<file path="src/design/hcbp_pkg.sv">
// Shared types and constants for the Huffman code bit packer.
package hcbp_pkg;

  // Fixed field widths of the item formats.
  localparam int SYM_W       = 8;
  localparam int CODE_W      = 32;
  localparam int LEN_FIELD_W = 6;
  localparam int BYTE_W      = 8;

  // Leftover bits never reach a full byte, so at most seven wait.
  localparam int PEND_W = BYTE_W - 1;
  // Bit accumulator: leftover bits followed by the widest code.
  localparam int ACC_W  = PEND_W + CODE_W;
  // Bit count of the accumulator, 0 to ACC_W.
  localparam int TOT_W  = $clog2(ACC_W + 1);

  // Defaults for the top level parameters.
  localparam int MAX_CODE_LEN_DEF = 32;
  localparam int SYMBOL_COUNT_DEF = 256;
  localparam int QUEUE_DEPTH_DEF  = 4;

  // Operation codes.
  localparam logic OP_LOAD   = 1'b0;
  localparam logic OP_ENCODE = 1'b1;

  // One input item.
  typedef struct packed {
    logic                   operation;
    logic [SYM_W-1:0]       symbol;
    logic [CODE_W-1:0]      code_bits;
    logic [LEN_FIELD_W-1:0] code_length;
    logic                   final_symbol;
  } in_item_t;

  // One result item.
  typedef struct packed {
    logic [BYTE_W-1:0] packed_byte;
    logic              stream_end;
  } out_item_t;

  // A looked-up symbol waiting for the packer: code left-aligned.
  typedef struct packed {
    logic [CODE_W-1:0]      code_la;
    logic [LEN_FIELD_W-1:0] len;
    logic                   fin;
  } sym_entry_t;

  // Fill status of the symbol queue.
  typedef struct packed {
    logic full;
    logic almost_full;
    logic nonempty;
  } q_status_t;

endpackage

</file>
<file path="src/design/hcbp_queue.sv">
// Short queue of looked-up symbols between the front end and the packer.
module hcbp_queue #(
  parameter int DEPTH = hcbp_pkg::QUEUE_DEPTH_DEF
) (
  input  logic                 clk,
  input  logic                 rst_n,
  input  logic                 push,
  input  hcbp_pkg::sym_entry_t push_entry,
  input  logic                 pop,
  output hcbp_pkg::sym_entry_t pop_entry,
  output hcbp_pkg::q_status_t  q_status
);

  localparam int PTR_W = $clog2(DEPTH);
  localparam int CNT_W = $clog2(DEPTH + 1);

  hcbp_pkg::sym_entry_t mem_r [DEPTH];
  logic [PTR_W-1:0]     wr_ptr_r;
  logic [PTR_W-1:0]     wr_ptr_nxt;
  logic [PTR_W-1:0]     rd_ptr_r;
  logic [PTR_W-1:0]     rd_ptr_nxt;
  logic [CNT_W-1:0]     count_r;
  logic [CNT_W-1:0]     count_nxt;

  // Pointer advance with wrap at the last slot.
  assign wr_ptr_nxt = !push ? wr_ptr_r
                    : (wr_ptr_r == PTR_W'(DEPTH - 1)) ? '0 : wr_ptr_r + 1'b1;
  assign rd_ptr_nxt = !pop ? rd_ptr_r
                    : (rd_ptr_r == PTR_W'(DEPTH - 1)) ? '0 : rd_ptr_r + 1'b1;

  always_comb begin
    count_nxt = count_r;
    if (push && !pop) begin
      count_nxt = count_r + 1'b1;
    end else if (pop && !push) begin
      count_nxt = count_r - 1'b1;
    end
  end

  always_ff @(posedge clk) begin
    if (!rst_n) begin
      wr_ptr_r <= '0;
      rd_ptr_r <= '0;
      count_r  <= '0;
    end else begin
      wr_ptr_r <= wr_ptr_nxt;
      rd_ptr_r <= rd_ptr_nxt;
      count_r  <= count_nxt;
    end
  end

  // Storage.
  always_ff @(posedge clk) begin
    if (push) begin
      mem_r[wr_ptr_r] <= push_entry;
    end
  end

  assign pop_entry            = mem_r[rd_ptr_r];
  assign q_status.full        = (count_r == CNT_W'(DEPTH));
  assign q_status.almost_full = (count_r >= CNT_W'(DEPTH - 1));
  assign q_status.nonempty    = (count_r != '0);

`ifndef NO_ASSERTIONS
  // No write into a full queue.
  a_no_overflow: assert property (@(posedge clk) disable iff (!rst_n)
    push |-> (count_r != CNT_W'(DEPTH)))
    else $error("queue overflow");

  // No read from an empty queue.
  a_no_underflow: assert property (@(posedge clk) disable iff (!rst_n)
    pop |-> (count_r != '0))
    else $error("queue underflow");
`endif

endmodule

</file>
<file path="config.mk">
export PLATFORM = sky130hd
export DESIGN_NAME = hcbp_queue
export DESIGN_NICKNAME = d
export VERILOG_FILES = /design/src/design/hcbp_pkg.sv /design/src/design/hcbp_queue.sv
export SDC_FILE = /design/constraint.sdc
export NUM_CORES = 1
export LEC_CHECK = 0
export ABC_AREA = 1
export BUFFER_PORTS_ARGS = -buffer_cell sky130_fd_sc_hd__buf_2
export CORE_MARGIN = 8
export CORE_UTILIZATION = 60
export DETAILED_ROUTE_END_ITERATION = 8
export GPL_TIMING_DRIVEN = 0
export HOLD_SLACK_MARGIN = 0.03
export MAX_ROUTING_LAYER = met4
export PLACE_DENSITY_LB_ADDON = 0.3
export SLEW_MARGIN = 20
export SYNTH_ARGS = -nofsm -noshare
export SYNTH_HDL_FRONTEND = slang
export SYNTH_SLANG_ARGS = --single-unit
</file>
<file path="constraint.sdc">
create_clock -name clk -period 3 [get_ports clk]
set_input_delay 0.9 -clock clk [delete_from_list [all_inputs] [get_ports clk]]
set_output_delay 0.9 -clock clk [all_outputs]
set_load 0.02 [all_outputs]
</file>
======== After elaboration in Yosys (flattened, before gate mapping) ========
Memories as Yosys holds them, arrays and structs flattened. A register that Yosys moved wholly into a read port is not among the register bits.
Index checks and enable logic that the tools add are counted.
cells by class
  $add $sub $neg .......................... 4
  magnitude comparators ................... 1
  eq/ne operators ......................... 3
  mux-type cells .......................... 8
  reduce and logical (&&, ||, !) cells .... 6
operators by type and width
  operator               count
  $mux W2                4
  $mux W3                2
  $add A2 B1 Y2 const B  2
  $eq A2 B2 Y1 const B   2
  $add A3 B1 Y3 const B  1
  $eq A3 B3 Y1 const B   1
  $ge A3 B2 Y1 const B   1
  $reduce_bool A3 Y1     1
  $sub A3 B1 Y3 const B  1
  $logic_and A1 B1 Y1    2
  $logic_not A1 Y1       2
  $mux W1                2
  $reduce_bool A2 Y1     1
word-level totals
  flip-flop bits (word level) ............. 7
  memory bits (writable) .................. 156
  output and inout bits ................... 42
  memories kept ........................... 1
memory list
  memory  words  bits a word  rd ports  clocked after memory_dff  write ports  RTL line          source
  mem_r   4      39           1         1                         1            hcbp_queue.sv:17  hcbp_pkg::sym_entry_t mem_r [DEPTH];

======== Depth between registers and ports, before layout ========
Gate-level depths: netlist of the first run.
  word-level depth ........................ 4
  gate-level depth with buffers ........... 10

======== Worst setup path after synthesis of the first run ========
Ideal clock, no wire load.
  path type ............................... input to register
  start point ............................. input port push
  end point ............................... memory mem_r[3][0] in the netlist's numbering (enable)
  library setup time ...................... 0.394 ns
  arrival time ............................ 1.703 ns
  setup slack ............................. 0.904 ns
  stages .................................. 2
  path buffers ............................ 0
  cell sequence ........................... nand2_1 inv_1
between the ends
  word-level cells in the longest chain between the ends .. 2
ends and longest elaborated chain
  item                           RTL line          source
  from (decl)                    hcbp_queue.sv:7   input logic push,
  $mux W1                        hcbp_queue.sv:54  if (push) begin
  $mux W1 (not written as such)  hcbp_queue.sv:55  mem_r[wr_ptr_r] <= push_entry;
  to (decl)                      hcbp_queue.sv:17
No other way between the ends.

==> metrics.md, run 1 <==
| Metric | Value |
|---|---|
| Pre-antenna DRT Iters | 5 |
| Max FO, Critical Path | 10 |
| Fillers | 665 |
| Clock Tree Root | clkbuf_8 |
| Worst-path clk slew | 0.06 ns |
| Slew margin rel. | 62.58% |
| Post-route ant nets | 0 |
| Initial antenna violation count | 1 |
| Resize count post-CTS | 0 |
| CTS tree | done |
| #FFs+latches synth | 165 |
| Post-Synthesis Cells | 439 |
| Global-route wire length before repair | 21.74 mm |
| Final Hold Vio Count | 0 |
| Yosys top cell by area | edfxtp_1 |
| Clock Skew | 0.005069 ns |
| Multi-input gate area | 1152 um^2 |
| Hpwl dp | 8.285 mm |
| VDD IR max | 489.4 uV |
| Remaining Overflow, GRT | 0 |
| Slowest cell on the critical path | dfxtp_1 |
| CP Cell Sequence | clkbuf_1 > o21ai_0 > o22ai_1 > buf_2 |
| RD Place Congestion | 0.7331 |
| IO buf count | 84 |
| WS Path Type | flop to primary output |
| Hold WC Path Type | flop to flop |
| Register-to-register setup slack | 1.36 ns |
| Rows | 37 |
| Critical Path End Type | primary output |
| Largest family of logic cells by synthesized area | compound AO/OA/AOI/OAI gates |
| Int Pwr | 4.280 mW |
| CTS max path bufs | 2 |
| Reg power frac | 47.9% |
| Htree depth | 4 |
| Pwr Density | 732.4 nW/um^2 |
| Synthesized area | 6252 um^2 |
| Total Neg Setup Slack | 0 ns |
| Simple-Gate Fraction of Synth Area | 5.964% |
| Crit path time final | 2.818 ns |
| Period utilisation layout | 93.94% |
| Avg WL per Cell | 19.98 um |
| P_leak | 2.779 nW |
| Post-CTS Repair Setup Buffers | 0 |
| Hold_buf cts | 0 |
| Clk pwr share | 41.0% |
| Synth top area share | 74.92% |
| Fmax | 354.8 MHz |
| Clock Latency Late Sink | 0.51 ns |
| Seq. cell area | 4865 um^2 |
| Total GRT Usage | 20.92% |
| Final slew viol count | 0 |
| Final wirelength | 13.91 mm |
| MaxCap Viol Count | 0 |
| CTS Sinks | 165 |
| Synth cell types | 22 |
| Slew at the pin closest to its max-slew limit | 0.5605 ns |
| Detailed-route via count | 3,990 |
| Placed cells | 663 |
| Layout cell share with drive strength beyond 1 | 25.40% |
| Die ar. | 13,940 um^2 |
| Crit path largest cell delay | 0.40 ns |
| Post-synth net total | 489 |
| Die X | 118.1 um |
| Most frequent cells in the layout | 156 x edfxtp_1, 93 x buf_2, 83 x nor2_1 |
| Num ports | 85 |
| Vias per cell | 5.733 |
| Count of final setup violators | 0 |
| Largest net degree at the start of global routing | 27 |
| Mapped Avg Cell Area | 14.24 um^2 |
| Mux cell area share after synthesis | 0% |
| Switch Pwr | 1.264 mW |
| CTS Buf Count | 17 |
| DRC violations left | 0 |
| Die Ht | 118.1 um |
| Type of origin of the critical path | flop |
| Synth top area cells | edfxtp_1 75%, o21ai_0 6.5%, nor2_1 5.0% |
| Vias in the first global route | 4,241 |
| Comb pwr share | 11.1% |
| Layout area overhead | 21.09% |
| Synth Area in Adders | 1.521% |
| Starting Density | 61.11% |
| Synth warn | 0 |
| Register area share after synthesis | 77.81% |
| Core ar. | 10,230 um^2 |
| Setup repair after global routing missed its margin | no |
| Fin nets | 596 |
| Post-synthesis compound-gate area fraction | 10.95% |
| Switching share of power | 22.80% |
| Synth Area in XOR/XNOR | 0% |
| Worst EP arrival | 1.92 ns |
| WHS | 0.5224 ns |
| Req. time, crit path | 2.10 ns |
| 1st-iter DRT viols | 390 |
| Commonest non-fill, non-tap cell in the layout | edfxtp_1 |
| Outcome | complete, no violations |
| Final Non-Filler Cells | 696 |
## state kept, by name, indices dropped and copies added, names as in the netlist, named ones only
signal	flops
mem_r	156
count_r	3
rd_ptr_r	2
wr_ptr_r	2
## power by group through the flow
stage / Combinational, mW / Clock [mW] / Sequential, mW
global route: 0.665 / 2.40 / 2.66
finish: 0.613 / 2.27 / 2.66
global placement: 0.571 / 0 / 2.70
floorplan: 0.359 / 0 / 2.70
detailed placement: 0.607 / 0 / 2.70
CTS: 0.615 / 2.29 / 2.66
## final timing paths
check | start | to | depth (start not counted)
worst max register to register | wr_ptr_r[0] | mem_r[3][13] | 4
worst min-delay path | count_r[0] | count_r[0] | 1
worst max-delay path | flop | pop_entry[23] | 4
worst min register to register | count_r[0] | count_r[0] | 1
## per-stage QoR
step	area (um^2)	power, mW	setup slack (ns)	utilization, %
finish	7571	5.545	0.1819	74.00
global route	7571	5.725	0.04618	74.00
CTS	7569	5.568	0.1760	73.98
detailed placement	6945	3.311	0.7332	67.89
global placement	6843	3.275	0.1842	66.88
floorplan	6252	3.058	0.9038	-
## layout make-up
type,instances,share of cell area [%]
Buffer,25,2.181
Clock inverter,9,2.330
Timing Repair Buffer,88,6.908
Clock buffer,23,5.900
Antenna cell,1,0.03305
Tap cell,136,2.248
Inverter,18,0.9255
Multi-Input combinational cell,231,15.22
Sequential cell,165,64.25
## worst max-delay path: cells and delay by family, from the launching register on
family / cells / cell delay, ns
AO/OA/AOI/OAI: 2 / 0.41
buffers and inverters: 2 / 0.59
flip-flops: 1 / 0.40
## cell usage after synthesis, drive strengths merged
cell,count
a21oi,5
o21ai,83
ha,6
nand3,2
inv,18
fa,1
clkbuf,8
nor3,3
o22ai,39
edfxtp,156
nand4,1
nor2,83
buf,17
nand2,8
dfxtp,9
## routing by layer
metal  GRT usage, %  up-vias  part of all wire (%)
met5              -        -                     0
met4          7.126        0                   1.3
met3          6.619       18                   6.7
met2          34.25      153                    51
met1          23.92     1972                    41
li1               -     1847                     -
## kinds of logic after synthesis
| kind of cell | Yosys count |
|---|---|
| flops | 165 |
| compound gates | 127 |
| simple gates | 97 |
| buf+inv | 43 |
| fa+ha+maj | 7 |
Power figures use the tool's default switching activity.
==> inputs of run 2 (changes only) <==
- CORE_UTILIZATION: 60 -> 57
- clock period: 3 -> 3.1 ns (I/O delays scaled with it)
==> run 2 against run 1 <==
  * Via count up 0.10%
  * Largest cell class unchanged
  * Cell count up 0.72%
  * Utilization down 4.1 points
  * Combinational power down 4.4%
  * Clock-buffer cell count down 3
  * Worst setup slack better by 0.0035 ns
  * Sequential power down 3%
  * Final area down 0.33%
  * Clock skew about the same
  * Power down 5.2%
  * Clock power down 7%
  * First-iteration DRC count up 12%
==> metrics.md, run 2 (same netlist as run 1, synthesis figures left out) <==
| Metric | Value |
|---|---|
| Outcome | complete, no violations |
| Final slew viol count | 0 (unchanged) |
| Switching share of power | 23.90% (+1.1 points) |
| DP Area | 6943 um^2 (about the same) |
| Comb pwr share | 11.1% (about the same) |
| Slew at the pin closest to its max-slew limit | 0.5582 ns (-0.002306 ns) |
| Biggest register | mem_r |
| Layout cell share with drive strength beyond 1 | 25.94% (+0.54 points) |
| DR top layer | met4 |
| Post-route ant nets | 0 (unchanged) |
| Commonest non-fill, non-tap cell in the layout | edfxtp_1 |
| Hold_buf cts | 0 (unchanged) |
| Most frequent cells in the layout | 156 x edfxtp_1, 93 x buf_2, 83 x nor2_1 |
| 1st-iter DRT viols | 435 (+12%) |
| Clock Latency Late Sink | 0.53 ns (+0.02 ns) |
| CTS Sinks | 165 (unchanged) |
| Worst setup margin | 0.1854 ns (+0.003531 ns) |
| WL met3 | 997 um (+7.3%) |
| DRC violations left | 0 (unchanged) |
| Hpwl dp | 8.314 mm (+0.35%) |
| Remaining Overflow, GRT | 0 (unchanged) |
| Reg power frac | 48.9% (+1.0 points) |
| Family with the most delay on the worst path | buffers and inverters |
| Clock Skew | 0.004785 ns (-0.0002842 ns) |
| Htree depth | 4 (unchanged) |
| Starting Density | 57.93% (-3.2 points) |
| Critical Path End Type | primary output |
| Register-to-register setup slack | 1.46 ns (+0.10 ns) |
| Worst-path clk slew | 0.07 ns (about the same) |
| P_leak | 2.761 nW (-0.65%) |
| Count of final setup violators | 0 (unchanged) |
| Worst hold path startpoint | count_r[0] |
| Slew margin rel. | 62.73% (+0.15 points) |
| Hold depth | 1 (unchanged) |
| WS Path Type | flop to primary output |
| Type of origin of the critical path | flop |
| Fmax | 343.1 MHz |
| Slowest cell on the critical path | dfxtp_1 |
| CTS max path bufs | 2 (unchanged) |
| Int Pwr | 4.000 mW (-6.5%) |
| Crit path time final | 2.915 ns |
| Die ar. | 14,580 um^2 (+4.5%) |
| Num ports | 85 (unchanged) |
| Biggest regs | mem_r (156), count_r (3) |
| Worst EP arrival | 1.98 ns (+0.06 ns) |
| Final Hold Vio Count | 0 (unchanged) |
| Final wirelength | 13.66 mm (-1.8%) |
| Fin nets | 596 (unchanged) |
| Avg WL per Cell | 19.48 um (-2.5%) |
| Detailed-route via count | 3,994 (+0.10%) |
| Routed wl met2 | 7.026 mm (-0.94%) |
| Pre-antenna DRT Iters | 5 (unchanged) |
| M1 wire length | 5.464 mm (-4.2%) |
| Initial antenna violation count | 2 (+1) |
| IO buf count | 84 (unchanged) |
| RR Startpoint | wr_ptr_r[0] |
| VDD IR max | 358.8 uV (-27%) |
| Tot Pwr | 5.257 mW (-5.2%) |
| Crit Reg-Reg Endpoint | mem_r[3][10] |
| Total GRT Usage | 19.77% (-1.1 points) |
| Global-route wire length before repair | 21.14 mm (-2.8%) |
| Clk pwr share | 39.9% (-1.1 points) |
| Max FO, Critical Path | 10 (unchanged) |
| Req. time, crit path | 2.17 ns (+0.07 ns) |
| Setup Slack @ Placement | 0.7645 ns (+0.03134 ns) |
| WP buf/inv | 2 (unchanged) |
| Vias in the first global route | 4,218 (-0.54%) |
| Vias per cell | 5.698 (-0.61%) |
| Resize count post-CTS | 0 (unchanged) |
| Switch Pwr | 1.256 mW (-0.62%) |
| R2R depth | 4 (unchanged) |
| Core ar. | 10,790 um^2 (+5.5%) |
| Setup repair after global routing missed its margin | no |
| WHS Endpoint | count_r[0] |
| MaxCap Viol Count | 0 (unchanged) |
| Final instance area | 7546 um^2 (-0.33%) |
| CP Cell Sequence | clkbuf_1 > o21ai_0 > o22ai_1 > buf_2 |
| Post-CTS Repair Setup Buffers | 0 (unchanged) |
| Die X | 120.7 um (+2.2%) |
| Period utilisation layout | 94.02% |
| Largest net degree at the start of global routing | 25 (-7.4%) |
| CTS tree | done |
| Largest register FFs | 156 (unchanged) |
| Clock Tree Root | clkbuf_8 |
| Pwr Density | 696.6 nW/um^2 (-4.9%) |
| Total Neg Setup Slack | 0 ns (unchanged) |
| Hold WC Path Type | flop to flop |
| Crit path largest cell delay | 0.43 ns (+0.03 ns) |
| CTS Buf Count | 17 (unchanged) |
| Rows | 38 (+2.7%) |
| Die Ht | 120.7 um (+2.2%) |
| RD Place Congestion | 0.7265 (-0.90%) |
| Layout area overhead | 20.69% |
[run 2: cell count changes in the layout (fill, tap and decap cells not counted), sizes merged]
cell | previous run | this run
bufinv | 5 | 3
clkbuf | 31 | 28
clkinv | 3 | 4
clkinvlp | 1 | 3
diode | 1 | 2
inv | 18 | 20
[run 2: final cells by class]
cell class                      instances  area [um^2]
Timing Repair Buffer                   88        515.5
Fill cell                             706         3247
Antenna cell                            2        5.005
Sequential cell                       165         4865
Clock buffer                           20        445.4
Clock inverter                         12        152.6
Inverter                               18        70.07
Multi-Input combinational cell        231         1152
Buffer                                 25        165.2
Tap cell                              140        175.2
[run 2: worst reg2reg max path, delay by kind of cell (launching register included)]
| family | cells | cell delay (ns) |
|---|---|---|
| flip-flops | 1 | 0.41 |
| AND/OR/NAND/NOR | 1 | 0.07 |
| buffers and inverters | 2 | 0.67 |
| adder cells (fa/ha/maj) | 1 | 0.20 |
[run 2: routing by layer]
metal	up-vias	track usage, %
li1	1850	-
met1	1953	21.95
met2	173	33.17
met3	18	5.828
met4	0	7.494
met5	-	-
[run 2: power by group through the flow]
stage	registers (mW)	clock network, mW	logic, mW
after global routing	2.58	2.19	0.636
after global placement	2.62	0	0.556
after floorplan	2.61	0	0.347
after CTS	2.57	2.10	0.591
final	2.57	2.10	0.586
after detailed placement	2.62	0	0.587
[run 2: worst max path at each step]
| stage | endpoint | cells after the start | from |
|---|---|---|---|
| finish | pop_entry[33] | 4 | flop |
| floorplan | mem_r[3][0] | 2 | push |
| global placement | mem_r[0][25] | 3 | push |
| global route | pop_entry[3] | 4 | flop |
| CTS | pop_entry[0] | 4 | flop |
| detailed placement | pop_entry[3] | 4 | flop |
[run 2: per-stage QoR]
stage / cells / hold slack, ns / util (%)
after global routing: 701 / 0.5613 / 69.92
after detailed placement: 667 / 0.5228 / 64.33
final: 701 / 0.5267 / 69.92
after CTS: 699 / 0.5373 / 69.87
after global placement: 663 / 0.4991 / 63.45
after floorplan: 439 / 0.4783 / -
