===== src/design/hcbp_pkg.sv =====
// Shared types and constants for the Huffman code bit packer.
package hcbp_pkg;

  // Fixed field widths of the item formats.
  localparam int SYM_W       = 8;
  localparam int CODE_W      = 32;
  localparam int LEN_FIELD_W = 6;
  localparam int BYTE_W      = 8;

  // Leftover bits never reach a full byte, so at most seven wait.
  localparam int PEND_W = BYTE_W - 1;
  // Bit accumulator: leftover bits followed by the widest code.
  localparam int ACC_W  = PEND_W + CODE_W;
  // Bit count of the accumulator, 0 to ACC_W.
  localparam int TOT_W  = $clog2(ACC_W + 1);

  // Defaults for the top level parameters.
  localparam int MAX_CODE_LEN_DEF = 32;
  localparam int SYMBOL_COUNT_DEF = 256;
  localparam int QUEUE_DEPTH_DEF  = 4;

  // Operation codes.
  localparam logic OP_LOAD   = 1'b0;
  localparam logic OP_ENCODE = 1'b1;

  // One input item.
  typedef struct packed {
    logic                   operation;
    logic [SYM_W-1:0]       symbol;
    logic [CODE_W-1:0]      code_bits;
    logic [LEN_FIELD_W-1:0] code_length;
    logic                   final_symbol;
  } in_item_t;

  // One result item.
  typedef struct packed {
    logic [BYTE_W-1:0] packed_byte;
    logic              stream_end;
  } out_item_t;

  // A looked-up symbol waiting for the packer: code left-aligned.
  typedef struct packed {
    logic [CODE_W-1:0]      code_la;
    logic [LEN_FIELD_W-1:0] len;
    logic                   fin;
  } sym_entry_t;

  // Fill status of the symbol queue.
  typedef struct packed {
    logic full;
    logic almost_full;
    logic nonempty;
  } q_status_t;

endpackage


===== src/design/hcbp_back.sv =====
// Packer: appends codes to the bit accumulator and sends out completed bytes.
module hcbp_back (
  input  logic                 clk,
  input  logic                 rst_n,
  input  hcbp_pkg::q_status_t  q_status,
  input  hcbp_pkg::sym_entry_t pop_entry,
  output logic                 pop,
  output logic                 out_valid,
  input  logic                 out_stall,
  output hcbp_pkg::out_item_t  out_data
);

  // Accumulator is left-aligned: the next bit to send sits in the MSB and
  // all bits below the count are zero.
  logic [hcbp_pkg::ACC_W-1:0]  work_r;
  logic [hcbp_pkg::ACC_W-1:0]  work_nxt;
  logic [hcbp_pkg::TOT_W-1:0]  total_r;
  logic [hcbp_pkg::TOT_W-1:0]  total_nxt;
  logic                        fin_r;
  logic                        fin_nxt;
  logic                        busy_r;
  logic                        busy_nxt;
  logic                        out_valid_r;
  logic                        out_valid_nxt;
  hcbp_pkg::out_item_t         out_data_r;
  logic                        full_byte;
  logic                        needs_emit;
  logic                        can_load_out;
  logic                        emit;
  logic                        emit_end;
  logic                        done;
  logic                        clear_pend;
  logic [hcbp_pkg::ACC_W-1:0]  base_work;
  logic [2:0]                  base_cnt;
  logic [hcbp_pkg::ACC_W-1:0]  merged;

  // Work left on the current symbol.
  assign full_byte    = (total_r >= hcbp_pkg::TOT_W'(hcbp_pkg::BYTE_W));
  assign needs_emit   = full_byte || (fin_r && (total_r != '0));
  assign can_load_out = !out_valid_r || !out_stall;
  assign emit         = busy_r && needs_emit && can_load_out;
  assign emit_end     = fin_r && (total_r <= hcbp_pkg::TOT_W'(hcbp_pkg::BYTE_W));
  assign done         = busy_r && !needs_emit;
  assign clear_pend   = done && fin_r;

  // Next symbol may enter in the same cycle the current one finishes.
  assign pop = q_status.nonempty && (!busy_r || done);

  // Leftover bits that the next code is appended to.
  assign base_work = clear_pend ? '0 : work_r;
  assign base_cnt  = clear_pend ? 3'd0 : total_r[2:0];
  assign merged    = base_work | ({pop_entry.code_la, {hcbp_pkg::PEND_W{1'b0}}} >> base_cnt);

  always_comb begin
    work_nxt  = work_r;
    total_nxt = total_r;
    fin_nxt   = fin_r;
    busy_nxt  = busy_r;
    if (emit) begin
      work_nxt  = work_r << hcbp_pkg::BYTE_W;
      total_nxt = full_byte ? total_r - hcbp_pkg::TOT_W'(hcbp_pkg::BYTE_W) : '0;
    end else if (pop) begin
      work_nxt  = merged;
      total_nxt = hcbp_pkg::TOT_W'(base_cnt) + hcbp_pkg::TOT_W'(pop_entry.len);
      fin_nxt   = pop_entry.fin;
      busy_nxt  = 1'b1;
    end else if (done) begin
      busy_nxt = 1'b0;
      if (fin_r) begin
        work_nxt  = '0;
        total_nxt = '0;
      end
    end
  end

  // Output register: holds a byte until the transfer completes.
  assign out_valid_nxt = emit || (out_valid_r && out_stall);

  always_ff @(posedge clk) begin
    if (!rst_n) begin
      work_r      <= '0;
      total_r     <= '0;
      fin_r       <= 1'b0;
      busy_r      <= 1'b0;
      out_valid_r <= 1'b0;
    end else begin
      work_r      <= work_nxt;
      total_r     <= total_nxt;
      fin_r       <= fin_nxt;
      busy_r      <= busy_nxt;
      out_valid_r <= out_valid_nxt;
    end
  end

  always_ff @(posedge clk) begin
    if (emit) begin
      out_data_r.packed_byte <= work_r[hcbp_pkg::ACC_W-1 -: hcbp_pkg::BYTE_W];
      out_data_r.stream_end  <= emit_end;
    end
  end

  assign out_valid = out_valid_r;
  assign out_data  = out_data_r;

`ifndef NO_ASSERTIONS
  // Between symbols only a partial byte may wait.
  a_idle_partial: assert property (@(posedge clk) disable iff (!rst_n)
    !busy_r |-> (total_r < hcbp_pkg::TOT_W'(hcbp_pkg::BYTE_W)))
    else $error("idle packer holds a full byte");

  // The end byte leaves the accumulator empty.
  a_end_empties: assert property (@(posedge clk) disable iff (!rst_n)
    (emit && emit_end) |=> (total_r == '0))
    else $error("bits left after the end byte");
`endif

endmodule


===== config.mk =====
export PLATFORM = sky130hd
export DESIGN_NAME = hcbp_back
export DESIGN_NICKNAME = d
export VERILOG_FILES = /design/src/design/hcbp_pkg.sv /design/src/design/hcbp_back.sv
export SDC_FILE = /design/constraint.sdc
export NUM_CORES = 1
export LEC_CHECK = 0
export ABC_AREA = 1
export BUFFER_PORTS_ARGS = -buffer_cell sky130_fd_sc_hd__buf_4
export CAP_MARGIN = 20
export CORE_MARGIN = 2
export CORE_UTILIZATION = 63
export DETAILED_ROUTE_END_ITERATION = 10
export PLACE_DENSITY = 0.86
export SLEW_MARGIN = 30
export SYNTH_ARGS = -nofsm -noshare
export SYNTH_HDL_FRONTEND = slang
export SYNTH_SLANG_ARGS = --single-unit

===== constraint.sdc =====
create_clock -name clk -period 2.5 [get_ports clk]
set_input_delay 0.25 -clock clk [delete_from_list [all_inputs] [get_ports clk]]
set_output_delay 0.25 -clock clk [all_outputs]
set_load 0.05 [all_outputs]

== Yosys cells after proc, flatten, opt, wreduce, memory -nomap -nowiden ==
Cells that the tools add are included.
Widths: inputs -> output; s select.

* Bits in registers: 57
* Bits of input ports: 45
* Output and inout port bits: 11
* Word-level logic and storage cells: 55

* $add $sub $neg: 2
* Magnitude comparators: 2
* Shifts and indexed selects: 1
* Muxes and demuxes: 13
* Bitwise logic cells: 3
* Reduce and logical (&&, ||, !) cells: 26

{| class="wikitable"
|+ Operator list
! kind !! count
|-
| $mux 39 || 5
|-
| $or 39x39->39 || 1
|-
| $shr 39x3->39 || 1
|-
| $mux 6 || 5
|-
| $logic_and 1x1->1 || 8
|-
| $reduce_and 2->1 || 4
|-
| $add 3x6->6 || 1
|-
| $ge 6x4->1 const B || 1
|-
| $le 6x4->1 const B || 1
|-
| $reduce_bool 3->1 || 2
|-
| $reduce_bool 6->1 || 1
|-
| $sub 6x4->6 const B || 1
|-
| $logic_not 1->1 || 4
|-
| $logic_or 1x1->1 || 4
|-
| $reduce_bool 2->1 || 2
|-
| $mux 3 || 1
|-
| $mux 1 || 2
|-
| $not 1->1 || 2
|-
| $reduce_or 2->1 || 1
|}

== Longest topological paths before layout ==
Gate-level depths: netlist of the first run.

* Depth in word-level cells: 11
* Gate-level depth with buffers: 14
* Gate-level depth less buffers: 13

== Least setup slack after synthesis of the first run ==
Ideal clock, no wire load.

* Kind: flip-flop to flip-flop
* From: reg total_r[1] in the netlist's numbering
* To: reg total_r[4] in the netlist's numbering
* Arrival time: 1.441 ns
* Slack: 0.942 ns
* Cell stages (with the launch flop): 14
* Buffers on the path: 1
* Clock period less this slack: 1.558 ns
* Path through: dfxtp_1 buf_2 nand2_1 inv_1 nor2_1 ha_1 inv_1 nand2_1 nand2_1 nand2_1 a21oi_1 nor2_1 nor2_1 nor2_1

* Cells in the longest elaborated chain, start to end: 10
* Elaborated cells on any way between the ends: 20

{| class="wikitable"
|+ RTL lines
! what !! RTL line !! text
|-
| from (decl) || hcbp_back.sv:17 || <nowiki>logic [hcbp_pkg::TOT_W-1:0] total_r;</nowiki>
|-
| from (signal assigned) || hcbp_back.sv:88 || <nowiki>total_r <= total_nxt;</nowiki>
|-
| branches (longest 10 deep; another with $ge 6x4->1) || -- ||
|}

Parallel ways; which one is timed is not known.
A chain may end at the register's enable or synchronous reset.

== Worst setup path in the final report of the first run ==
* From: reg total_r[0] in the netlist's numbering
* To: out pop

* Cells in the longest elaborated chain, start to end: 7
* Elaborated cells on any way between the ends: 8

{| class="wikitable"
|+ RTL lines
! what !! RTL line !! text
|-
| branches (longest 2 deep; another with $ge 6x4->1) || -- ||
|-
| $logic_or 1x1->1 * || hcbp_back.sv:39 || <nowiki>assign needs_emit = full_byte || (fin_r && (total_r != '0));</nowiki>
|-
| $logic_not 1->1 * || hcbp_back.sv:43 || <nowiki>assign done = busy_r && !needs_emit;</nowiki>
|-
| $logic_and 1x1->1 * || hcbp_back.sv:43 ||
|-
| $logic_or 1x1->1 * || hcbp_back.sv:47 || <nowiki>assign pop = q_status.nonempty && (!busy_r || done);</nowiki>
|-
| $logic_and 1x1->1 * || hcbp_back.sv:47 ||
|-
| to (decl) || hcbp_back.sv:7 || <nowiki>output logic pop,</nowiki>
|}

Mark *: on every way between the ends.

==> run summary, run 1 <==
status -> completed
Worst path max stage delay -> 0.41 ns
CP Max Fanout -> 10
clk root buf -> clkbuf_8
CTS tree -> built
commonest non-fill, non-tap cells in the layout -> 238 x nand2_1, 168 x nand3_1, 114 x nor2_1, 62 x buf_4, 49 x inv_1
Antenna Cells -> 0
first-pass GRT wire length -> 18.2 mm
Simple-Gate Fraction of Synth Area -> 54.3%
Tot GR Track Use -> 30.7%
CTS Buf Count -> 9
xor/xnor share of the synthesized area -> 0.207%
Worst Path Required -> 2.25 ns
WL/cell -> 13.1 µm
Mapped Area -> 0.00423 mm²
Clk Latency, worst-skew pair -> 0.35 ns
final core utilization -> 73.7%
die width -> 85.9 µm
antenna-violating nets left -> 0
pwr dens -> 718 mW/mm²
Final nets -> 804
RSZ-0062 raised after global routing -> false
commonest non-fill, non-tap cell in the layout -> nand2_1
H-tree Lvls -> 3
crit path time final -> 2.06 ns
average size of a mapped cell -> 5.82 µm²
CP max-delay cell -> dfxtp_1
maximum clock rate -> 0.485 GHz
Critical Path Most Common Cell -> nand2_2
fin area -> 0.00473 mm²
Hold Fails Final Rpt -> 0
Seq/Total Area, Yosys -> 29.1%
Final Setup Violations -> 0
Synth Instances -> 727
Area after DPL -> 0.00452 mm²
Port Buffers -> 53
drt first pass iters -> 7
Starting Density -> 65.8%
Slew headroom -> 55.1%
worst clock skew -> 0.00773 ns
First DRT Iteration DRCs -> 496
vias in the first global route -> 4247
final period utilization -> 82.4%
HP Class -> in -> reg
placer congestion estimate -> 0.883
compound-cell area share of the yosys netlist -> 4.08%
synth top area cells -> dfxtp_1 23%, nand2_1 21%, nand3_1 20%
max_cap viols -> 0
row count -> 29
Crit. End Element -> primary output
P_leak -> 0.00251 µW
combinational family with the most area after synthesis -> simple AND/OR/NAND/NOR gates
Reg clk slew, reported paths -> 0.07 ns
Area growth syn-to-layout -> 12.0%
mux cell area share after synthesis -> 0%
largest net degree at the start of global routing -> 41
via density per instance -> 5.66
register bit count reported by yosys -> 57
remaining global-route overflow -> 0
core area -> 0.00642 mm²
Fillers -> 571
post-synth top area share -> 22.7%
Least-Margin Pin Slew -> 0.673 ns
die height -> 85.9 µm
via count -> 4744
warnings from Yosys -> 0
layout cell share with drive strength beyond 1 -> 12.6%
Clock Path Buffers -> 2
Fin Setup TNS -> 0 ns
DRC violations left -> 0
WS Path Type -> reg -> out
syn_nets -> 775
Distinct cells, synth -> 30
Synth area leader -> dfxtp_1
Max Slew Vio Count -> 0
Post-Synth Adder-Cell Area -> 0.888%
Post-CTS Setup Bufs -> 0
full die area -> 0.00738 mm²
Post-DP HPWL -> 7.59 mm
worst-path cell chain -> nor2_4, nand2_2, nand2_2, nand2_4, a21oi_4, buf_4
I/O Pins -> 56
CTS-repair resized insts -> 0
WP data arrival -> 1.81 ns
peak supply drop -> 0.000469 V
crit start category -> flip-flop
hold_buf cts -> 0
CTS Sinks -> 57
antenna violations before repair -> 0
final wirelength -> 11.0 mm
flip-flops by register name (all words and copies together), names as in the netlist:
name       cells
busy_r         1
work_r        39
out_valid      1
out_data       9
fin_r          1
total_r        6
power breakdown:
group          switching (µW)  internal (µW)
Sequential               94.0           1060
Clock                     400            560
Combinational             848            435
Total                    1340           2060
critical path, delay by kind of cell, from the launching register on:
family                 cells  cell delay, ns
buffers and inverters      1            0.28
DFF                        1            0.41
AOI/OAI and AO/OA          1            0.37
and+or+nand+nor            4            0.40
metal layers:
metal	track usage (%)	up-vias	wire, µm
met5	0	-	0
met4	16.7	0	460
met3	6.35	43	610
met2	54.5	164	5440
met1	34.0	2160	4480
li1	-	2377	-
stage by stage:
stage	setup WS [ns]	power, µW	cells	hold slack (ns)
floorplan	0.942	2160	727	0.409
global placement	0.663	2400	822	0.421
detailed placement	0.645	2440	822	0.427
CTS	0.463	3400	838	0.189
global route	0.379	3620	838	0.200
finish	0.439	3400	838	0.195
cell type report:
cell class / instances / area (µm²) / share of cell area, %
multi-input combinational: 571 / 2510 / 53.1
tap: 77 / 96.3 / 2.03
clock inverter: 7 / 93.8 / 1.98
timing repair buffer: 62 / 465 / 9.83
inverter: 55 / 209 / 4.41
clock buffer: 9 / 124 / 2.62
sequential: 57 / 1230 / 26.0
synthesized netlist by cell type, drive strengths merged:
cell	number
xnor2	1
dfxtp	48
a2111oi	1
a21oi	21
nand4	1
clkinv	1
clkbuf	8
nand2	246
and2	2
nor3	1
ha	3
o211ai	1
edfxtp	9
nand3	170
inv	54
buf	36
nor2	116
o21ai	8
path summary, 6_finish.rpt:
check	from	endpoint	slack, ns	cells past startpoint
setup / recovery	total_r[0]	pop	0.44	6
hold / removal	rst_n	work_r[36]	0.19	3
setup reg to reg	total_r[0]	fin_r	0.59	8
hold reg to reg	work_r[37]	out_data[7]	0.44	0
kinds of logic (layout without fill, tap and decap cells):
group / after synthesis / count (layout)
compound gates: 31 / 31
xor+xnor: 1 / 1
simple gates: 536 / 536
fa+ha+maj: 3 / 3
flops: 57 / 57
buf+inv: 99 / 133
(Power assumes the default switching activity.)
==> inputs of run 2 (changes only) <==
--- a/config.mk
+++ b/config.mk
@@ -9,9 +9,9 @@
 export BUFFER_PORTS_ARGS = -buffer_cell sky130_fd_sc_hd__buf_4
 export CAP_MARGIN = 20
 export CORE_MARGIN = 2
-export CORE_UTILIZATION = 63
+export CORE_UTILIZATION = 59
 export DETAILED_ROUTE_END_ITERATION = 10
-export PLACE_DENSITY = 0.86
+export PLACE_DENSITY = 0.81
 export SLEW_MARGIN = 30
 export SYNTH_ARGS = -nofsm -noshare
 export SYNTH_HDL_FRONTEND = slang
==> constraint.sdc (replaced) <==
create_clock -name clk -period 2.1 [get_ports clk]
set_input_delay 0.21 -clock clk [delete_from_list [all_inputs] [get_ports clk]]
set_output_delay 0.21 -clock clk [all_outputs]
set_load 0.05 [all_outputs]
==> run 2 against run 1 <==
Power is 19% higher. Via count decreased by 1.1%. Design area increased by 1.7%. Setup slack lost 0.29 ns. Largest cell class unchanged. Sequential power increased by 19%. Global-route usage shrank 1.6 points. Utilization decreased by 3.6 points. Flip-flop and latch count unchanged. Critical path depth unchanged. Hold slack got worse by 0.021 ns. Clock-buffer cell count unchanged. Critical path type unchanged.
==> run summary, run 2 (synthesized netlist as in run 1, its figures left out) <==
Antenna Cells -> 0
status -> completed
Max Slew Vio Count -> 0
worst clock skew -> 0.00492 ns
Hold Fails Final Rpt -> 0
HP Class -> in -> reg
WS Path Type -> reg -> out
row count -> 30
Starting Density -> 61.6%
Post-CTS Setup Bufs -> 0
Final Setup Violations -> 0
Reg2Reg Setup Slack -> 0.30 ns
largest net degree at the start of global routing -> 41
CTS Sinks -> 57
die height -> 88.7 µm
Pint -> 2470 µW
Register Area -> 0.00123 mm²
max FFs per register -> 39
layout cell share with drive strength beyond 1 -> 13.1%
Reg clk slew, reported paths -> 0.07 ns
Final nets -> 808
Clock Power Share -> 28.0%
hold_buf cts -> 0
commonest non-fill, non-tap cells in the layout -> 238 x nand2_1, 168 x nand3_1, 114 x nor2_1, 64 x buf_4, 49 x inv_1
P_leak -> 0.00254 µW
CP Max Fanout -> 11
first-pass GRT wire length -> 18.0 mm
remaining global-route overflow -> 0
footprint of the multi-input gates -> 0.00251 mm²
hold slack -> 0.174 ns
Fillers -> 664
Port Buffers -> 53
via density per instance -> 5.45
min-delay src -> pop_entry[6]
full die area -> 0.00786 mm²
Area after DPL -> 0.00460 mm²
H-tree Lvls -> 3
Post-DP HPWL -> 7.65 mm
Switch Pwr -> 1590 µW
peak supply drop -> 0.000419 V
antenna violations before repair -> 0
fin area -> 0.00481 mm²
clk root buf -> clkbuf_8
switching part of the total -> 39.1%
antenna-violating nets left -> 0
Reg2Reg Depth -> 10
core area -> 0.00687 mm²
Largest Register -> work_r
CTS Buf Count -> 9
final period utilization -> 93.0%
Fin Setup TNS -> 0 ns
CTS-repair resized insts -> 0
max_cap viols -> 0
pwr dens -> 842 mW/mm²
I/O Pins -> 56
Slew headroom -> 65.5%
Clk Latency, worst-skew pair -> 0.34 ns
RR Endpoint -> total_r[1]
overall power of the completed layout -> 4060 µW
vias in the first global route -> 4142
via count -> 4690
WP data arrival -> 1.74 ns
WL/cell -> 12.7 µm
Least-Margin Pin Slew -> 0.517 ns
crit path time final -> 1.95 ns
commonest non-fill, non-tap cell in the layout -> nand2_1
DRC violations left -> 0
CTS tree -> built
First DRT Iteration DRCs -> 428
RSZ-0062 raised after global routing -> false
placer congestion estimate -> 0.887
logic gate share of total power -> 38.1%
Tot GR Track Use -> 29.1%
crit start category -> flip-flop
die width -> 88.7 µm
Crit. End Element -> primary output
hold path cells -> 4
R2R Path Start -> total_r[0]
maximum clock rate -> 0.512 GHz
final wirelength -> 11.0 mm
Area growth syn-to-layout -> 13.8%
drt first pass iters -> 5
Clock Path Buffers -> 2
Worst Path Required -> 1.89 ns
sequential share of power -> 34.0%
Hold Crit Endpoint -> total_r[5]
## run 2: changes by cell type in the layout (fill, tap and decap cells not counted), sizes merged
cell | before | now
buf | 62 | 66
clkinv | 3 | 5
clkinvlp | 2 | 1
inv | 55 | 54
## run 2: routing by layer
layer  share of wire, %  GRT usage, %
met2                 50          52.8
met5                  0             0
met3                5.2          4.66
met1                 40          32.5
met4                4.7          15.2
## run 2: how the worst max path moves through the flow
stage	startpoint	end	slack [ns]	cells after the start
2_1_floorplan	total_r[1]	total_r[4]	0.54	13
3_3_place_gp	total_r[0]	total_r[0]	0.40	10
3_5_place_dp	total_r[0]	total_r[1]	0.32	10
4_1_cts	total_r[0]	pop	0.15	6
5_1_grt	total_r[0]	pop	0.08	6
6_report	total_r[0]	pop	0.15	6
## run 2: power by group through the flow
stage                     logic (µW)  registers (µW)  clock network [µW]
after floorplan                 1140            1440                   0
after global placement          1490            1390                   0
after detailed placement        1530            1400                   0
after CTS                       1540            1380                1140
after global routing            1730            1400                1180
final                           1540            1380                1130
## run 2: final cells by class
cell class	instances	area share [%]
clock buffer	9	2.57
clock inverter	7	1.98
inverter	55	4.34
multi-input combinational	571	52.2
sequential	57	25.6
tap	96	2.49
timing repair buffer	66	10.8
## run 2: worst max-delay path: stages, from the launching register on
cell	delay, ns
dfxtp_1	0.39
nor2_4	0.14
nand2_2	0.07
nand2_2	0.09
nand2_4	0.09
a21oi_4	0.35
buf_4	0.27
## run 2: per-stage QoR
step                std cells  utilization (%)  worst slack (ns)
floorplan                 727                -             0.542
global placement          845             66.9             0.398
detailed placement        845             66.9             0.317
CTS                       861             70.1             0.146
global route              861             70.1            0.0762
finish                    861             70.1             0.147
==> inputs of run 3 (changes only) <==
--- a/config.mk
+++ b/config.mk
@@ -5,13 +5,12 @@
 export SDC_FILE = /design/constraint.sdc
 export NUM_CORES = 1
 export LEC_CHECK = 0
-export ABC_AREA = 1
 export BUFFER_PORTS_ARGS = -buffer_cell sky130_fd_sc_hd__buf_4
-export CAP_MARGIN = 20
+export CAP_MARGIN = 5
 export CORE_MARGIN = 2
-export CORE_UTILIZATION = 59
+export CORE_UTILIZATION = 57
 export DETAILED_ROUTE_END_ITERATION = 10
-export PLACE_DENSITY = 0.81
+export PLACE_DENSITY = 0.8
 export SLEW_MARGIN = 30
 export SYNTH_ARGS = -nofsm -noshare
 export SYNTH_HDL_FRONTEND = slang
==> run 3 against run 2 <==
Combinational power down 26%. Clock power down 13%. Synthesized cell count down 47%. Utilization up 1.2 points. Clock skew up 0.0063 ns. Hold slack worse by 0.056 ns. Setup slack worse by 0.044 ns. Flip-flop and latch count unchanged. Highest routed layer unchanged.
==> run summary, run 3 <==
status -> completed
vias in the first global route -> 3226
layout cell share with drive strength beyond 1 -> 28.8%
Distinct cells, synth -> 51
HP Class -> in -> reg
largest net degree at the start of global routing -> 43
I/O Pins -> 56
placer congestion estimate -> 0.882
Starting Density -> 58.8%
Reg clk slew, reported paths -> 0.07 ns
commonest non-fill, non-tap cells in the layout -> 71 x buf_4, 47 x dfxtp_1, 44 x a21oi_1, 39 x nor2_1, 29 x a22oi_1
WL/cell -> 19.9 µm
First DRT Iteration DRCs -> 464
hold_buf cts -> 0
Max Slew Vio Count -> 0
CTS tree -> built
Largest Register -> work_r
Clock Path Buffers -> 2
final period utilization -> 95.1%
ys flop type -> dfxtp_1
Crit. End Element -> flip-flop
Hold Fails Final Rpt -> 0
first-pass GRT wire length -> 16.1 mm
CP Max Fanout -> 42
Area growth syn-to-layout -> 21.3%
full die area -> 0.00675 mm²
core area -> 0.00592 mm²
Fillers -> 481
Tot GR Track Use -> 31.5%
via density per instance -> 6.84
Antenna Cells -> 0
crit path time final -> 2.00 ns
row count -> 28
Clk Latency, worst-skew pair -> 0.34 ns
average size of a mapped cell -> 8.99 µm²
max FFs per register -> 39
syn_nets -> 435
fin area -> 0.00422 mm²
via count -> 3575
Post-synth ARST share -> 0%
crit start category -> flip-flop
Worst Path Required -> 2.30 ns
Final Setup Violations -> 0
WS Path Type -> reg -> reg
DRC violations left -> 0
P_leak -> 0.00162 µW
final wirelength -> 10.4 mm
max_cap viols -> 0
EDFF count, synth -> 9
warnings from Yosys -> 0
maximum clock rate -> 0.501 GHz
synth top area cells -> dfxtp_1 28%, mux2_2 8.7%, edfxtp_1 7.8%
post-synth top area share -> 27.6%
Area after DPL -> 0.00402 mm²
Least-Margin Pin Slew -> 0.758 ns
CTS Sinks -> 57
Seq/Total Area, Yosys -> 35.4%
count leader, synth -> dfxtp_1
Post-DP HPWL -> 6.80 mm
Slew headroom -> 49.4%
footprint of the multi-input gates -> 0.00210 mm²
remaining global-route overflow -> 0
Port Buffers -> 53
drt first pass iters -> 6
die width -> 82.1 µm
antenna violations before repair -> 0
WP data arrival -> 2.20 ns
Synth Instances -> 387
Mapped Area -> 0.00348 mm²
H-tree Lvls -> 3
commonest non-fill, non-tap cell in the layout -> buf_4
RSZ-0062 raised after global routing -> false
synth cell count leaders -> 48 x dfxtp_1, 44 x a21oi_1, 41 x nor2_1
hold slack -> 0.118 ns
Register Area -> 0.00123 mm²
register bit count reported by yosys -> 57
peak supply drop -> 0.000577 V
CTS Buf Count -> 9
pwr dens -> 830 mW/mm²
clk root buf -> clkbuf_8
antenna-violating nets left -> 0
die height -> 82.1 µm
Final nets -> 491
worst clock skew -> 0.0113 ns
Synth area leader -> dfxtp_1
[run 3: worst paths after layout]
check,from,cells after the start,slack [ns],end
setup / recovery,total_r[0],7,0.10,work_r[12]
setup reg to reg,total_r[0],7,0.10,work_r[12]
hold / removal,pop_entry[0],3,0.12,fin_r
hold reg to reg,work_r[34],0,0.44,out_data[4]
[run 3: layout make-up]
| cell class | instances | area share [%] |
|---|---|---|
| clock inverters | 4 | 1.04 |
| inverters | 10 | 0.919 |
| clock buffers | 12 | 3.20 |
| well taps | 75 | 2.22 |
| repair buffers | 73 | 13.6 |
| multi-input cells | 292 | 49.9 |
| flip-flops and latches | 57 | 29.2 |
[run 3: cells by family after synthesis]
group	after synthesis	synth area share [%]
adder cells (fa/ha/maj)	5	1.65
AND/OR/NAND/NOR	87	11.4
flip-flops	57	35.4
multiplexers	45	13.9
XOR/XNOR	4	1.01
buffers and inverters	38	4.82
AO/OA/AOI/OAI	151	31.9
[run 3: timing repair]
| action | 4_1_cts | 5_1_grt |
|---|---|---|
| setup endpoints to repair | 1 | 6 |
| gates resized for setup | 1 | 3 |
| buffers inserted | 0 | 1 |
[run 3: per-layer routing]
metal / part of all wire [%] / global-route usage, % / vias up
met5: 0 / 0 / -
li1: - / - / 1617
met3: 9.4 / 4.46 / 38
met4: 3.3 / 15.0 / 0
met2: 48 / 51.8 / 240
met1: 40 / 40.7 / 1680
[run 3: stage by stage]
step | util [%] | setup slack, ns | power [µW] | TNS [ns] | std cells
floorplan | - | 0.0882 | 2140 | 0 | 387
global placement | 67.8 | -0.0107 | 2450 | -0.0178 | 506
detailed placement | 67.9 | 0.154 | 2490 | 0 | 506
CTS | 71.0 | 0.0110 | 3460 | 0 | 522
global route | 71.3 | 0.00468 | 3630 | 0 | 523
finish | 71.3 | 0.103 | 3500 | 0 | 523
[run 3: critical path, stage by stage, from the launching register on]
cell	delay [ns]
dfxtp_1	0.35
buf_12	0.16
o311ai_4	0.34
and2_2	0.28
a21oi_2	0.06
buf_12	0.18
a222oi_1	0.36
a21oi_1	0.11
[run 3: where the power goes]
part | leakage [µW] | internal, µW | switching, µW
Combinational | 0.00105 | 501 | 637
Clock | 0.0000918 | 541 | 440
Sequential | 0.000480 | 1260 | 128
